--- config.mk ---
export PLATFORM = sky130hd
export DESIGN_NAME = masked_byte_pattern_search_top
export DESIGN_NICKNAME = d
export VERILOG_FILES = /design/src/rtl/mbps_pkg.sv /design/src/rtl/masked_byte_pattern_search_top.sv /design/src/rtl/mbps_cell.sv /design/src/rtl/mbps_out_buf.sv
export VERILOG_INCLUDE_DIRS = /design/src /design/src/rtl
export SDC_FILE = /design/constraint.sdc
export NUM_CORES = 1
export LEC_CHECK = 0
export ABC_AREA = 0
export BUFFER_PORTS_ARGS = -buffer_cell sky130_fd_sc_hd__buf_2
export CORE_MARGIN = 5
export CORE_UTILIZATION = 62
export CTS_CLUSTER_DIAMETER = 120
export DETAILED_ROUTE_END_ITERATION = 12
export GPL_TIMING_DRIVEN = 1
export PLACE_DENSITY = 0.77
export SLEW_MARGIN = 5
export SYNTH_ARGS = -nofsm -noshare
export SYNTH_HDL_FRONTEND = slang
export SYNTH_HIERARCHICAL = 1
export SYNTH_SLANG_ARGS = --single-unit
--- constraint.sdc ---
create_clock -name clk -period 9.9 [get_ports clk]
set_input_delay 1.98 -clock clk [delete_from_list [all_inputs] [get_ports clk]]
set_output_delay 1.98 -clock clk [all_outputs]
set_load 0.03 [all_outputs]
--- src/rtl/assert_macros.svh ---
// Assertion macros for the RTL of the masked byte pattern search.
`ifndef ASSERT_MACROS_SVH
`define ASSERT_MACROS_SVH

// Same-cycle implication, checked outside reset.
`define ASSERT_SAME(lbl, ante, cons, msg) \
  lbl: assert property (@(posedge clk) disable iff (!rst_n) (ante) |-> (cons)) \
    else $error(msg);

// Next-cycle implication, checked outside reset.
`define ASSERT_NEXT(lbl, ante, cons, msg) \
  lbl: assert property (@(posedge clk) disable iff (!rst_n) (ante) |=> (cons)) \
    else $error(msg);

`endif

--- src/rtl/mbps_pkg.sv ---
// Package with types and constants of the masked byte pattern search.
package mbps_pkg;

  localparam int MAX_PATTERN_BYTES = 16;
  localparam int PAT_BYTES         = 16;
  localparam int LEN_W             = 5;
  localparam int ADDR_W            = 32;
  localparam int CFG_IDX_W         = 3;
  localparam int CFG_DATA_W        = 64;

  typedef enum logic [CFG_IDX_W-1:0] {
    REG_PATTERN_LOW    = 3'd0,
    REG_PATTERN_HIGH   = 3'd1,
    REG_WILDCARD_MASK  = 3'd2,
    REG_PATTERN_LENGTH = 3'd3,
    REG_SEARCH_BASE    = 3'd4
  } cfg_reg_t;

  typedef struct packed {
    logic [7:0] data_byte;
    logic       end_of_stream;
  } in_item_t;

  typedef struct packed {
    logic              found;
    logic [ADDR_W-1:0] match_address;
  } out_item_t;

  typedef struct packed {
    logic shift;
    logic clear;
  } cell_ctrl_t;

  typedef struct packed {
    logic       used;
    logic       wild;
    logic [7:0] pat_byte;
  } cell_cfg_t;

endpackage

--- src/rtl/masked_byte_pattern_search_top.sv ---
// Top level of the masked byte pattern search.
//
// Stream bytes enter on the in_ channel, one item per cycle while in_ready
// is high, each with an end-of-stream mark. A row of cells holds the newest
// bytes, and every used cell compares its byte with the pattern byte aligned
// to it in the same cycle. The first full match of a search produces a result
// item with found set and the address of the first matched byte; later items
// of that search give nothing. A search that ends without a match produces
// found clear and a zero address. The end-of-stream item always rearms the
// search. Throughput is one item per cycle while in_ready is high. A result
// enters the output register, or the skid register if that one is occupied,
// so items keep coming in while a result waits; the buffer drops in_ready
// only when both hold a result. Configuration writes on the cfg_ channel are
// always taken; in_ready is low for the cycle after a write while the
// pattern is realigned to the cells. After reset the config registers hold
// their reset values, the window is empty and the pattern is realigned first.
module masked_byte_pattern_search_top #(
  parameter int MAX_PATTERN_BYTES = mbps_pkg::MAX_PATTERN_BYTES
) (
  input  logic                              clk,
  input  logic                              rst_n,
  input  logic                              in_valid,
  output logic                              in_ready,
  input  mbps_pkg::in_item_t                in_data,
  output logic                              out_valid,
  input  logic                              out_ready,
  output mbps_pkg::out_item_t               out_data,
  input  logic                              cfg_valid,
  output logic                              cfg_ready,
  input  logic [mbps_pkg::CFG_IDX_W-1:0]    cfg_index,
  input  logic [mbps_pkg::CFG_DATA_W-1:0]   cfg_data
);
  import mbps_pkg::*;

  `include "assert_macros.svh"

  localparam logic [LEN_W-1:0] MAX_LEN = LEN_W'(MAX_PATTERN_BYTES);

  logic [63:0]       pattern_low_r;
  logic [63:0]       pattern_high_r;
  logic [15:0]       wildcard_mask_r;
  logic [LEN_W-1:0]  pattern_length_r;
  logic [ADDR_W-1:0] search_base_r;
  logic              cfg_pend_r;

  logic [LEN_W-1:0]  len_use;
  logic [8*PAT_BYTES-1:0] pat_all;
  cell_cfg_t         cell_cfg_nxt [MAX_PATTERN_BYTES];
  cell_cfg_t         cell_cfg_r   [MAX_PATTERN_BYTES];
  logic [ADDR_W-1:0] base_adj_r;

  logic [ADDR_W-1:0] offset_r;
  logic              done_r;

  logic              in_acc;
  logic              last;
  cell_ctrl_t        ctrl;
  logic [7:0]        cell_byte  [MAX_PATTERN_BYTES];
  logic              cell_valid [MAX_PATTERN_BYTES];
  logic [MAX_PATTERN_BYTES-1:0] cell_ok;
  logic              hit;
  logic              push;
  out_item_t         push_item;
  logic              buf_full;

  // Configuration registers.
  assign cfg_ready = 1'b1;

  always_ff @(posedge clk) begin
    if (!rst_n) begin
      pattern_low_r    <= '0;
      pattern_high_r   <= '0;
      wildcard_mask_r  <= '0;
      pattern_length_r <= LEN_W'(1);
      search_base_r    <= '0;
      cfg_pend_r       <= 1'b1;
    end else begin
      cfg_pend_r <= cfg_valid;
      if (cfg_valid) begin
        case (cfg_reg_t'(cfg_index))
          REG_PATTERN_LOW:    pattern_low_r    <= cfg_data;
          REG_PATTERN_HIGH:   pattern_high_r   <= cfg_data;
          REG_WILDCARD_MASK:  wildcard_mask_r  <= cfg_data[15:0];
          REG_PATTERN_LENGTH: pattern_length_r <= cfg_data[LEN_W-1:0];
          REG_SEARCH_BASE:    search_base_r    <= cfg_data[ADDR_W-1:0];
          default: ;
        endcase
      end
    end
  end

  // Pattern alignment: cell k compares with pattern byte len-1-k.
  always_comb begin
    if (pattern_length_r == '0) begin
      len_use = LEN_W'(1);
    end else if (pattern_length_r > MAX_LEN) begin
      len_use = MAX_LEN;
    end else begin
      len_use = pattern_length_r;
    end
  end

  assign pat_all = {pattern_high_r, pattern_low_r};

  always_comb begin
    logic [LEN_W-1:0] idx;
    for (int k = 0; k < MAX_PATTERN_BYTES; k++) begin
      idx = len_use - LEN_W'(1) - LEN_W'(k);
      cell_cfg_nxt[k].used     = (LEN_W'(k) < len_use);
      cell_cfg_nxt[k].wild     = wildcard_mask_r[idx[3:0]];
      cell_cfg_nxt[k].pat_byte = pat_all[{idx[3:0], 3'b000} +: 8];
    end
  end

  always_ff @(posedge clk) begin
    for (int k = 0; k < MAX_PATTERN_BYTES; k++) begin
      cell_cfg_r[k] <= cell_cfg_nxt[k];
    end
    base_adj_r <= search_base_r + ADDR_W'(1) - ADDR_W'(len_use);
  end

  // Search control.
  assign in_ready   = !buf_full && !cfg_pend_r;
  assign in_acc     = in_valid && in_ready;
  assign last       = in_data.end_of_stream;
  assign ctrl.shift = in_acc && !done_r;
  assign ctrl.clear = in_acc && last;

  genvar g;
  generate
    for (g = 0; g < MAX_PATTERN_BYTES; g++) begin : g_cell
      logic [7:0] b_in;
      logic       v_in;
      if (g == 0) begin : g_head
        assign b_in = in_data.data_byte;
        assign v_in = 1'b1;
      end else begin : g_link
        assign b_in = cell_byte[g-1];
        assign v_in = cell_valid[g-1];
      end
      if (g == MAX_PATTERN_BYTES - 1) begin : g_tail
        mbps_cell u_cell (
          .clk       (clk),
          .rst_n     (rst_n),
          .ctrl      (ctrl),
          .cfg       (cell_cfg_r[g]),
          .byte_in   (b_in),
          .valid_in  (v_in),
          .byte_out  (),
          .valid_out (),
          .ok        (cell_ok[g])
        );
        assign cell_byte[g]  = '0;
        assign cell_valid[g] = 1'b0;
      end else begin : g_body
        mbps_cell u_cell (
          .clk       (clk),
          .rst_n     (rst_n),
          .ctrl      (ctrl),
          .cfg       (cell_cfg_r[g]),
          .byte_in   (b_in),
          .valid_in  (v_in),
          .byte_out  (cell_byte[g]),
          .valid_out (cell_valid[g]),
          .ok        (cell_ok[g])
        );
      end
    end
  endgenerate

  assign hit  = ctrl.shift && (&cell_ok);
  assign push = hit || (ctrl.shift && last);

  assign push_item.found         = hit;
  assign push_item.match_address = hit ? (base_adj_r + offset_r) : '0;

  always_ff @(posedge clk) begin
    if (!rst_n) begin
      offset_r <= '0;
      done_r   <= 1'b0;
    end else if (ctrl.clear) begin
      offset_r <= '0;
      done_r   <= 1'b0;
    end else if (ctrl.shift) begin
      offset_r <= offset_r + ADDR_W'(1);
      done_r   <= hit;
    end
  end

  mbps_out_buf u_out_buf (
    .clk       (clk),
    .rst_n     (rst_n),
    .push      (push),
    .push_item (push_item),
    .full      (buf_full),
    .out_valid (out_valid),
    .out_ready (out_ready),
    .out_data  (out_data)
  );

  `ASSERT_NEXT(a_done_after_hit, hit && !last, done_r, "search not closed after a match")
  `ASSERT_NEXT(a_rearm_offset, in_acc && last, offset_r == '0 && !done_r, "search not rearmed")
  `ASSERT_SAME(a_notfound_zero, out_valid && !out_data.found, out_data.match_address == '0,
               "not-found item carries an address")
  `ASSERT_SAME(a_ready_when_empty, !out_valid && !cfg_pend_r, in_ready,
               "input stalled with an empty result buffer")

endmodule

--- src/rtl/mbps_cell.sv ---
// One window cell: holds one stream byte and compares it with its pattern byte.
module mbps_cell (
  input  logic               clk,
  input  logic               rst_n,
  input  mbps_pkg::cell_ctrl_t ctrl,
  input  mbps_pkg::cell_cfg_t  cfg,
  input  logic [7:0]         byte_in,
  input  logic               valid_in,
  output logic [7:0]         byte_out,
  output logic               valid_out,
  output logic               ok
);
  import mbps_pkg::*;

  logic [7:0] byte_r;
  logic       valid_r;

  always_ff @(posedge clk) begin
    if (!rst_n) begin
      valid_r <= 1'b0;
    end else if (ctrl.clear) begin
      valid_r <= 1'b0;
    end else if (ctrl.shift) begin
      valid_r <= valid_in;
    end
  end

  always_ff @(posedge clk) begin
    if (ctrl.shift) begin
      byte_r <= byte_in;
    end
  end

  // The comparison looks at the byte this cell holds once the shift is done.
  assign ok        = !cfg.used || (valid_in && (cfg.wild || (byte_in == cfg.pat_byte)));
  assign byte_out  = byte_r;
  assign valid_out = valid_r;

endmodule

--- src/rtl/mbps_out_buf.sv ---
// Two-entry result buffer: output register plus skid register.
module mbps_out_buf (
  input  logic                clk,
  input  logic                rst_n,
  input  logic                push,
  input  mbps_pkg::out_item_t push_item,
  output logic                full,
  output logic                out_valid,
  input  logic                out_ready,
  output mbps_pkg::out_item_t out_data
);
  import mbps_pkg::*;

  out_item_t out_item_r, out_item_nxt;
  out_item_t skid_item_r, skid_item_nxt;
  logic      out_valid_r, out_valid_nxt;
  logic      skid_valid_r, skid_valid_nxt;
  logic      pop;

  assign pop = out_valid_r && out_ready;

  always_comb begin
    out_item_nxt   = out_item_r;
    skid_item_nxt  = skid_item_r;
    out_valid_nxt  = out_valid_r;
    skid_valid_nxt = skid_valid_r;
    if (skid_valid_r) begin
      if (pop) begin
        out_item_nxt   = skid_item_r;
        skid_valid_nxt = 1'b0;
      end
    end else if (push) begin
      if (!out_valid_r || pop) begin
        out_item_nxt  = push_item;
        out_valid_nxt = 1'b1;
      end else begin
        skid_item_nxt  = push_item;
        skid_valid_nxt = 1'b1;
      end
    end else if (pop) begin
      out_valid_nxt = 1'b0;
    end
  end

  always_ff @(posedge clk) begin
    if (!rst_n) begin
      out_valid_r  <= 1'b0;
      skid_valid_r <= 1'b0;
    end else begin
      out_valid_r  <= out_valid_nxt;
      skid_valid_r <= skid_valid_nxt;
    end
  end

  always_ff @(posedge clk) begin
    out_item_r  <= out_item_nxt;
    skid_item_r <= skid_item_nxt;
  end

  assign full      = skid_valid_r;
  assign out_valid = out_valid_r;
  assign out_data  = out_item_r;

endmodule
==> implementation parameters <==
Parameter                              Value

Outcome
  Outcome    finished, final reports clean

Cells and area
  Final core area utilization    0.685
  Commonest cells after routing, fill and taps aside    sky130_fd_sc_hd__mux2i_1 (533), sky130_fd_sc_hd__nand2_1 (437), sky130_fd_sc_hd__dfxtp_1 (423), sky130_fd_sc_hd__edfxtp_1 (186), sky130_fd_sc_hd__a21boi_0 (177)
  Post-route cell area    34200 um2
  Non-filler cells, final    approximately 3700
  Most common library cell in the layout ignoring fill and taps    sky130_fd_sc_hd__mux2i_1
  Area growth from synthesis to layout    9.73%
  Nets@finish    3131
  Fraction of layout cells with a size suffix above 1    0.120
  FILL cells    around 3800

Placement
  HPWL after detailed placement    about 64 mm
  Post-Place Cell Area    32100 um2
  Count of input and output buffers    115
  Pre-CTS setup slack    4.25 ns
  Final estimated routing congestion in global placement    between 0.9 and 1
  Inst Count DP    3582

GRT
  Global-route congestion overflow total    0
  Global-route wire length before repair    129 mm
  Number of global-route vias before repair    21608
  Largest net degree at the start of global routing    ~150
  Antenna violations before repair    5
  Gr usage total    0.306

Worst setup path
  Delay-heaviest family, CP    compound AO/OA/AOI/OAI gates
  Slowest CP cell    sky130_fd_sc_hd__a21oi_4
  Worst EP required    10.16 ns
  Worst Path Arrival    5.23 ns
  Endpoint kind of the worst setup timing path    flop
  Cells traversed along the worst timing path    buf_2 > xor2_1 > nor4_2 > a21oi_1 > a21oi_1 > nand4_1 > nor4_1 > nand2_1 > buf_4 > nand2_1 > mux2i_1 > a21oi_4
  Sort of element at the start of the critical path    primary input
  Number of buffer and inverter instances along the worst setup path    2
  Worst reg-to-reg setup slack    5.40 ns
  Max stage delay on crit path    0.83 ns
  Biggest fanout along the worst timing path    33
  Critical path class    primary input to flop

Clock network
  Buffers inserted by post-CTS timing repair    0
  TritonCTS clock tree    yes
  Clock transition at path regs    0.06 ns
  Cell at the root of the clock tree    sky130_fd_sc_hd__clkbuf_16
  # H-tree levels    2
  Num Clock Sinks    610
  CTS-repair resized insts    0
  Hold buffer count at cts    0
  Insertion delay of the later-clocked pin in the worst-skew pair    0.66 ns
  Largest buffer count on any clock path    3
  Clock buffer count from CTS    61

Floorplan
  Number of rows in the core area    between 80 and 90
  Initial cell density of the core    0.625
  CORE AREA    50000 um2
  Width of the chip    between 200 and 250 um
  I/O pin total    117
  Die height    about 230 um
  Die Outline Area    54900 um2

Timing
  Fmax    201 MHz
  Worst Tran Pin Value    ~1.2 ns
  Max Slew Vio Count    0
  Final setup violation count    0
  Tmin final    4.96 ns
  Setup repair after global routing missed its margin    no
  Clock skew after layout    around 0.036 ns
  Count of endpoints failing hold in the final timing report    0
  Final-layout worst hold slack    0.461 ns
  Final worst-path cycle share    0.501
  Final worst setup slack    4.94 ns
  Max-slew headroom at the worst pin    0.149
  Setup TNS after final layout    0 ns

Logic synthesis
  Avg Cell Area, Syn    10.7 um2
  YS warnings    6
  Cell count after synthesis    2930
  Post-synth design cell area    31200 um2

Routing
  First-pass iteration count of the detailed router    5
  Ratio of routed vias to standard cells    roughly 6
  Wire length per cell after detailed routing    23.1 um
  Via count    22776
  ANT nets after route    0
  Final wirelength    85.5 mm
  1st-iter DRT viols    2163
  DRC violations left    0

Pwr
  Cell leakage power    13.6 nW
  Power Dens Cells    ~170 nW/um2
  Total power    about 5.8 mW
  Maximum vdd ir drop    approximately 0.15 mV

Worst hold path
  Min-Delay Path Class    flop to flop

Job
  Number of max-cap violations    0
==> power by group <==
part           internal [mW]  switching, mW  total [mW]  leakage [nW]
combinational          0.262          0.443       0.705          7.42
sequential              2.67         0.0712        2.74          5.09
clock                   1.35           1.04        2.39          1.06
total                   4.28           1.55        5.83          13.6
==> final cells by class <==
type                       count  area (um2)  share of cell area
multi-input combinational   2091       16200               0.473
timing repair buffer         135         741              0.0216
clock inverter                39         390              0.0114
inverter                      74         282             0.00822
sequential                   610       14100               0.411
clock buffer                  77        1720              0.0501
tap                          672         841              0.0246
antenna                        1        2.50           0.0000731
==> path summary, 6_finish.rpt <==
kind	startpoint	cells after the start	to
setup / recovery	in_data[2]	12	u_out_buf/out_data[24]
hold / removal	pattern_length_r[4]	0	cell_cfg_r[1][79]
setup reg to reg	pattern_length_r[4]	9	cell_cfg_r[1][20]
hold reg to reg	pattern_length_r[4]	0	cell_cfg_r[1][79]
==> flip-flops by register name, summed over array words and instances, names as in the netlist, 16 cells and up <==
| name | cells |
|---|---|
| cell_cfg_r | 160 |
| g_cell.g_body.u_cell/byte_out | 120 |
| pattern_high_r | 64 |
| pattern_low_r | 64 |
| u_out_buf/out_data | 33 |
| u_out_buf/skid_item_r | 33 |
| base_adj_r | 32 |
| offset_r | 32 |
| search_base_r | 32 |
| wildcard_mask_r | 16 |
==> per-layer routing <==
layer  wire length, um  track usage
met4              2100       0.0790
met1             40000        0.483
met3              8990       0.0785
met5               159       0.0188
met2             34200        0.415
Power figures use the tool's default switching activity.
